--- src/rtl/bpts_pkg.sv ---
// Shared constants, command codes and the cell control type of the task scheduler.
package bpts_pkg;

    localparam int TASKS_DEF = 32;
    localparam int SLOT_W    = 5;
    localparam int CMD_W     = 3;
    localparam int TICK_W    = 32;
    localparam int LOCK_W    = 8;

    localparam logic [LOCK_W-1:0] LOCK_MAX = 8'd255;

    localparam logic [CMD_W-1:0] CMD_ACTIVATE = 3'd0;
    localparam logic [CMD_W-1:0] CMD_DELAY    = 3'd1;
    localparam logic [CMD_W-1:0] CMD_TICK     = 3'd2;
    localparam logic [CMD_W-1:0] CMD_LOCK     = 3'd3;
    localparam logic [CMD_W-1:0] CMD_UNLOCK   = 3'd4;

    typedef struct packed {
        logic              activate;
        logic              delay;
        logic              tick;
        logic [SLOT_W-1:0] slot;
        logic [TICK_W-1:0] ticks;
    } t_cell_ctl;

endpackage

--- src/rtl/bpts_cmd_if.sv ---
// Command channel of the task scheduler: valid, ready and the command word.
interface bpts_cmd_if
    import bpts_pkg::*;
();
    logic              valid;
    logic              ready;
    logic [CMD_W-1:0]  command;
    logic [SLOT_W-1:0] task_id;
    logic [TICK_W-1:0] ticks;

    modport source (output valid, command, task_id, ticks, input ready);
    modport sink (input valid, command, task_id, ticks, output ready);
endinterface

--- src/rtl/bpts_res_if.sv ---
// Result channel of the task scheduler: valid, ready and the result word.
interface bpts_res_if
    import bpts_pkg::*;
();
    logic              valid;
    logic              ready;
    logic              switch_now;
    logic [SLOT_W-1:0] next_task;
    logic [LOCK_W-1:0] lock_count;

    modport source (output valid, switch_now, next_task, lock_count, input ready);
    modport sink (input valid, switch_now, next_task, lock_count, output ready);
endinterface

--- src/rtl/bpts_cell.sv ---
// One task slot: delay counter, ready bit and its link in the priority chain.
module bpts_cell
    import bpts_pkg::*;
#(
    parameter int TASKS = TASKS_DEF,
    parameter int SLOT  = 0
) (
    input  logic      i_clk,
    input  logic      i_rst_n,
    input  t_cell_ctl i_ctl,
    input  logic      i_lower,
    output logic      o_lower,
    output logic      o_grant
);

    logic [TICK_W-1:0] r_count;
    logic              r_ready;
    logic              w_hit;

    assign w_hit = (i_ctl.slot == SLOT_W'(SLOT));

    always_ff @(posedge i_clk) begin
        if (!i_rst_n) begin
            r_count <= '0;
            r_ready <= (SLOT == TASKS - 1);
        end else if (i_ctl.activate && w_hit) begin
            r_count <= '0;
            r_ready <= 1'b1;
        end else if (i_ctl.delay && w_hit) begin
            r_count <= i_ctl.ticks;
            r_ready <= 1'b0;
        end else if (i_ctl.tick) begin
            if (r_count != '0) begin
                r_count <= r_count - 1'b1;
            end else begin
                r_ready <= 1'b1;
            end
        end
    end

    // A slot wins when it is ready and no lower slot is.
    assign o_grant = r_ready && !i_lower;
    assign o_lower = r_ready || i_lower;

endmodule

--- src/rtl/bitmap_priority_task_scheduler.sv ---
// Top level of the bitmap priority task scheduler with tick delays.
// The scheduler takes a new command word only after the result of the last
// one is registered: at the edge that accepts a command, the row of slot
// cells applies activate, delay or tick and the lock depth is updated; then
// the ready bits ripple through the cells' priority chain, the lowest ready
// slot is chosen, and the result word is registered once the output register
// is free. A result that waits on the output holds back the choice of the next command.
// An empty ready bitmap selects the last slot, which serves as the idle task.
module bitmap_priority_task_scheduler
    import bpts_pkg::*;
#(
    parameter int TASKS = TASKS_DEF
) (
    input  logic       i_clk,
    input  logic       i_rst_n,
    bpts_cmd_if.sink   i_cmd,
    bpts_res_if.source o_res
);

    logic              r_busy;
    logic              r_run;
    logic [SLOT_W-1:0] r_running;
    logic [LOCK_W-1:0] r_lock;
    logic              r_out_valid;
    logic              r_sw;
    logic [SLOT_W-1:0] r_next;
    logic [LOCK_W-1:0] r_lock_out;

    logic              w_accept;
    logic              w_out_free;
    logic              w_switch;
    logic [SLOT_W-1:0] w_pick;
    logic [TASKS:0]    w_lower;
    logic [TASKS-1:0]  w_grant;
    t_cell_ctl         w_ctl;

    assign i_cmd.ready = !r_busy;
    assign w_accept    = i_cmd.valid && !r_busy;
    assign w_out_free  = !r_out_valid || o_res.ready;

    always_comb begin
        w_ctl.activate = w_accept && (i_cmd.command == CMD_ACTIVATE);
        w_ctl.delay    = w_accept && (i_cmd.command == CMD_DELAY);
        w_ctl.tick     = w_accept && (i_cmd.command == CMD_TICK);
        w_ctl.slot     = (i_cmd.command == CMD_ACTIVATE) ? i_cmd.task_id : r_running;
        w_ctl.ticks    = i_cmd.ticks;
    end

    assign w_lower[0] = 1'b0;

    for (genvar g = 0; g < TASKS; g++) begin : g_cell
        bpts_cell #(
            .TASKS (TASKS),
            .SLOT  (g)
        ) u_cell (
            .i_clk   (i_clk),
            .i_rst_n (i_rst_n),
            .i_ctl   (w_ctl),
            .i_lower (w_lower[g]),
            .o_lower (w_lower[g+1]),
            .o_grant (w_grant[g])
        );
    end

    always_comb begin
        w_pick = SLOT_W'(TASKS - 1);
        for (int i = 0; i < TASKS; i++) begin
            if (w_grant[i]) begin
                w_pick = SLOT_W'(i);
            end
        end
    end

    assign w_switch = r_run && (w_pick != r_running);

    always_ff @(posedge i_clk) begin
        if (!i_rst_n) begin
            r_busy      <= 1'b0;
            r_run       <= 1'b0;
            r_running   <= SLOT_W'(TASKS - 1);
            r_lock      <= '0;
            r_out_valid <= 1'b0;
        end else begin
            if (w_accept) begin
                r_busy <= 1'b1;
                r_run  <= (((i_cmd.command == CMD_DELAY) || (i_cmd.command == CMD_TICK))
                           && (r_lock == '0))
                          || ((i_cmd.command == CMD_UNLOCK) && (r_lock == LOCK_W'(1)));
                case (i_cmd.command)
                    CMD_LOCK: begin
                        if (r_lock != LOCK_MAX) begin
                            r_lock <= r_lock + 1'b1;
                        end
                    end
                    CMD_UNLOCK: begin
                        if (r_lock != '0) begin
                            r_lock <= r_lock - 1'b1;
                        end
                    end
                    default: begin
                    end
                endcase
            end
            if (r_busy && w_out_free) begin
                r_busy      <= 1'b0;
                r_out_valid <= 1'b1;
                if (w_switch) begin
                    r_running <= w_pick;
                end
            end else if (r_out_valid && o_res.ready) begin
                r_out_valid <= 1'b0;
            end
        end
    end

    always_ff @(posedge i_clk) begin
        if (r_busy && w_out_free) begin
            r_sw       <= w_switch;
            r_next     <= w_switch ? w_pick : r_running;
            r_lock_out <= r_lock;
        end
    end

    assign o_res.valid      = r_out_valid;
    assign o_res.switch_now = r_sw;
    assign o_res.next_task  = r_next;
    assign o_res.lock_count = r_lock_out;

endmodule

--- src/flat_wrapper.sv ---
// flat-port wrapper written by rule: the top's interface ports become plain ports
module bitmap_priority_task_scheduler_flat import bpts_pkg::*;
#(
    parameter int TASKS = TASKS_DEF
)
  (i_clk, i_rst_n, i_cmd_valid, i_cmd_command, i_cmd_task_id, i_cmd_ticks, i_cmd_ready, o_res_valid, o_res_switch_now, o_res_next_task, o_res_lock_count, o_res_ready);
  bpts_cmd_if i_cmd_i ();
  bpts_res_if o_res_i ();
  input  logic i_clk;
  input  logic i_rst_n;
  input wire logic [$bits(i_cmd_i.valid)-1:0] i_cmd_valid;
  input wire logic [$bits(i_cmd_i.command)-1:0] i_cmd_command;
  input wire logic [$bits(i_cmd_i.task_id)-1:0] i_cmd_task_id;
  input wire logic [$bits(i_cmd_i.ticks)-1:0] i_cmd_ticks;
  output wire logic [$bits(i_cmd_i.ready)-1:0] i_cmd_ready;
  output wire logic [$bits(o_res_i.valid)-1:0] o_res_valid;
  output wire logic [$bits(o_res_i.switch_now)-1:0] o_res_switch_now;
  output wire logic [$bits(o_res_i.next_task)-1:0] o_res_next_task;
  output wire logic [$bits(o_res_i.lock_count)-1:0] o_res_lock_count;
  input wire logic [$bits(o_res_i.ready)-1:0] o_res_ready;
  assign i_cmd_i.valid = i_cmd_valid;
  assign i_cmd_i.command = i_cmd_command;
  assign i_cmd_i.task_id = i_cmd_task_id;
  assign i_cmd_i.ticks = i_cmd_ticks;
  assign i_cmd_ready = i_cmd_i.ready;
  assign o_res_valid = o_res_i.valid;
  assign o_res_switch_now = o_res_i.switch_now;
  assign o_res_next_task = o_res_i.next_task;
  assign o_res_lock_count = o_res_i.lock_count;
  assign o_res_i.ready = o_res_ready;
  bitmap_priority_task_scheduler #(.TASKS(TASKS)) u_core (.i_clk(i_clk), .i_rst_n(i_rst_n), .i_cmd(i_cmd_i), .o_res(o_res_i));
endmodule
--- config.mk ---
export PLATFORM = sky130hd
export DESIGN_NAME = bitmap_priority_task_scheduler_flat
export DESIGN_NICKNAME = d
export VERILOG_FILES = /design/src/rtl/bpts_pkg.sv /design/src/rtl/bpts_cmd_if.sv /design/src/rtl/bpts_res_if.sv /design/src/rtl/bpts_cell.sv /design/src/rtl/bitmap_priority_task_scheduler.sv /design/src/flat_wrapper.sv
export SDC_FILE = /design/constraint.sdc
export NUM_CORES = 2
export LEC_CHECK = 0
export BUFFER_PORTS_ARGS = -buffer_cell sky130_fd_sc_hd__buf_2
export CORE_UTILIZATION = 24
export DETAILED_ROUTE_END_ITERATION = 8
export MAX_ROUTING_LAYER = met4
export PLACE_DENSITY = 0.34
export SLEW_MARGIN = 25
export SYNTH_ARGS = -nofsm -noshare
export SYNTH_HDL_FRONTEND = slang
export SYNTH_HIERARCHICAL = 1
export SYNTH_SLANG_ARGS = --single-unit
--- constraint.sdc ---
create_clock -name i_clk -period 14 [get_ports i_clk]
set_input_delay 1.4 -clock i_clk [delete_from_list [all_inputs] [get_ports i_clk]]
set_output_delay 1.4 -clock i_clk [all_outputs]
set_load 0.02 [all_outputs]
==> results.sh <==
export IMPL_cts_hold_buf=0
export IMPL_post_cts_setup_buffers=0
export IMPL_final_hold_viol_count=0
export IMPL_gr_usage_all_layers_pct=20.30
export IMPL_dp_final_hpwl_um=157200
export IMPL_startpoint_type="flip-flop"
export IMPL_cp_max_fo=5
export IMPL_crit_type="flip-flop to flip-flop"
export IMPL_cts_htree_levels=4
export IMPL_core_sq_mm=0.2544
export IMPL_worst_pin_slew_ns=1.078
export IMPL_rr_startpoint="u_core/g_cell[0].u_cell/r_ready"
export IMPL_detail_route_antenna_nets=0
export IMPL_yosysWarnings=6
export IMPL_slowest_stage="or2_2"
export IMPL_power_density_mw_per_mm2=199.2
export IMPL_required_ns=14.55
export IMPL_fin_ws_ns=2.966
export IMPL_worstHoldPathType="flip-flop to flip-flop"
export IMPL_period_share_pct=78.82
export IMPL_vias_per_cell=5.246
export IMPL_rsz0062_at_grt="false"
export IMPL_ios=60
export IMPL_end_kind="flip-flop"
export IMPL_io_buffers=59
export IMPL_die_w_um=508.3
export IMPL_critical_path_max_stage_delay_ns=0.34
export IMPL_max_cap_violations=0
export IMPL_worstHoldStart="u_core/g_cell[19].u_cell/r_count[11]"
export IMPL_drive_gt1_share_pct=10.55
export IMPL_grt_pass1_vias=54650
export IMPL_wl_per_cell_um=23.64
export IMPL_drv_slew=0
export IMPL_slew_limit_headroom_pct=28.13
export IMPL_final_nets=7569
export IMPL_rows=185
export IMPL_grt_max_degree=79
export IMPL_antenna_found_initial=51
export IMPL_first_iter_violations=4446
export IMPL_drc=0
export IMPL_die_area_sq_mm=0.2584
export IMPL_path_common_cell="or2_2"
export IMPL_syn_cell_area_sq_mm=0.06152
export IMPL_totalWireLength_um=259900
export IMPL_cts_tree="built"
export IMPL_setup_worst_path_start="u_core/g_cell[0].u_cell/r_ready"
export IMPL_clock_sinks=1086
export IMPL_num_fill_cells=27370
export IMPL_syn_inst=7532
export IMPL_clk_path_buf_depth=3
export IMPL_overflow=0
export IMPL_grt_pass1_wl_um=379800
export IMPL_leakage_nw=23.83
export IMPL_dr_total_vias=57690
export IMPL_outcome="completed"
export IMPL_synthToLayoutAreaGrowth_pct=14.52
export IMPL_avgSynthCellArea_sq_um=8.168
export IMPL_max_freq_mhz=90.63
export IMPL_setup_violations=0
export IMPL_cts_buffers=148
export IMPL_path_clk_slew_ns=0.06
export IMPL_finClkSkew_ns=0.03273
export IMPL_die_h_um=508.3
export IMPL_insertion_delay_ns=0.81
export IMPL_firstDrtPassIters=6
export IMPL_initial_utilization_pct=24.18
export IMPL_tns_ns=0
export IMPL_place_gp_congestion=0.8057
export IMPL_ir_drop_v=0.0001138
export IMPL_fin_crit_ns=11.03
export IMPL_arrival_ns=11.58
export IMPL_pre_cts_slack_ns=2.991
export IMPL_clockRootBuffer="clkbuf_16"
export IMPL_cts_resized=0
through the flow:
step                      instances  hold WS (ns)  instance area [sq um]  utilization, %  power, mW
after floorplan                7533        0.4503                  61520               -      8.431
after global placement        10700        0.4643                  65360           25.69      10.16
after detailed placement      10700        0.4689                  65360           25.69      10.12
after CTS                     10970        0.4774                  70320           27.64      14.17
after global routing          10970        0.4916                  70390           27.67      14.99
final                         11000        0.4811                  70450           27.69      14.03
layer usage:
| layer | vias to the layer above | GRT usage [%] | wire, um |
|---|---|---|---|
| li1 | 28100 | - | - |
| met1 | 27990 | 27.34 | 124600 |
| met2 | 1299 | 31.40 | 116400 |
| met3 | 301 | 2.641 | 11820 |
| met4 | 0 | 6.102 | 7108 |
| met5 | - | - | 0 |
final timing paths:
kind / end / slack, ns / depth (start not counted)
worst max register to register: u_core/o_res.next_task[4] / 2.97 / 38
worst min-delay path: u_core/g_cell[19].u_cell/r_count[11] / 0.48 / 2
worst min register to register: u_core/g_cell[19].u_cell/r_count[11] / 0.48 / 2
worst max-delay path: u_core/o_res.next_task[4] / 2.97 / 38
sequential cells by signal, indices dropped and copies added (netlist names):
| signal | flops |
|---|---|
| u_core/g_cell.u_cell/r_ready | 32 |
| u_core/r_run | 1 |
| u_core/r_lock | 8 |
| u_core/o_res.lock_count | 8 |
| u_core/o_res.next_task | 5 |
| u_core/r_busy | 1 |
| u_core/g_cell.u_cell/r_count | 1024 |
| u_core/o_res.valid | 1 |
| u_core/r_running | 5 |
| u_core/o_res.switch_now | 1 |
layout by cell type (no fill, tap or decap), types with 101 or more instances in the layout:
cell type	count
dfxtp_1	1072
o21ai_0	865
a21oi_1	696
nand2_1	514
xnor2_1	512
nor4_1	448
nor2_1	441
nor3_1	315
xor2_1	275
nand3_1	259
buf_4	160
clkbuf_16	150
or3_1	122
inv_1	111
or4_1	103
a31oi_1	101
where the power goes:
group	total [mW]	internal, mW	switching, mW
combinational	6.14	2.14	4.00
clock	3.94	2.33	1.61
sequential	3.96	3.51	0.448
critical path, delay by kind of cell (launching register included):
kind               cells  cell delay (ns)
DFF                    1             0.31
muxes                  1             0.33
and+or+nand+nor       34             9.40
AOI/OAI and AO/OA      3             0.72
layout make-up:
| class | count | area, sq um | share of cell area (%) |
|---|---|---|---|
| clock inverter | 39 | 558.0 | 0.7921 |
| inverter | 111 | 416.7 | 0.5914 |
| clock buffer | 223 | 4408 | 6.257 |
| multi-input combinational | 5953 | 37530 | 53.27 |
| tap | 3366 | 4212 | 5.978 |
| timing repair buffer | 189 | 1374 | 1.950 |
| antenna | 29 | 72.57 | 0.1030 |
| sequential | 1086 | 21880 | 31.06 |
(Power assumes the default switching activity.)
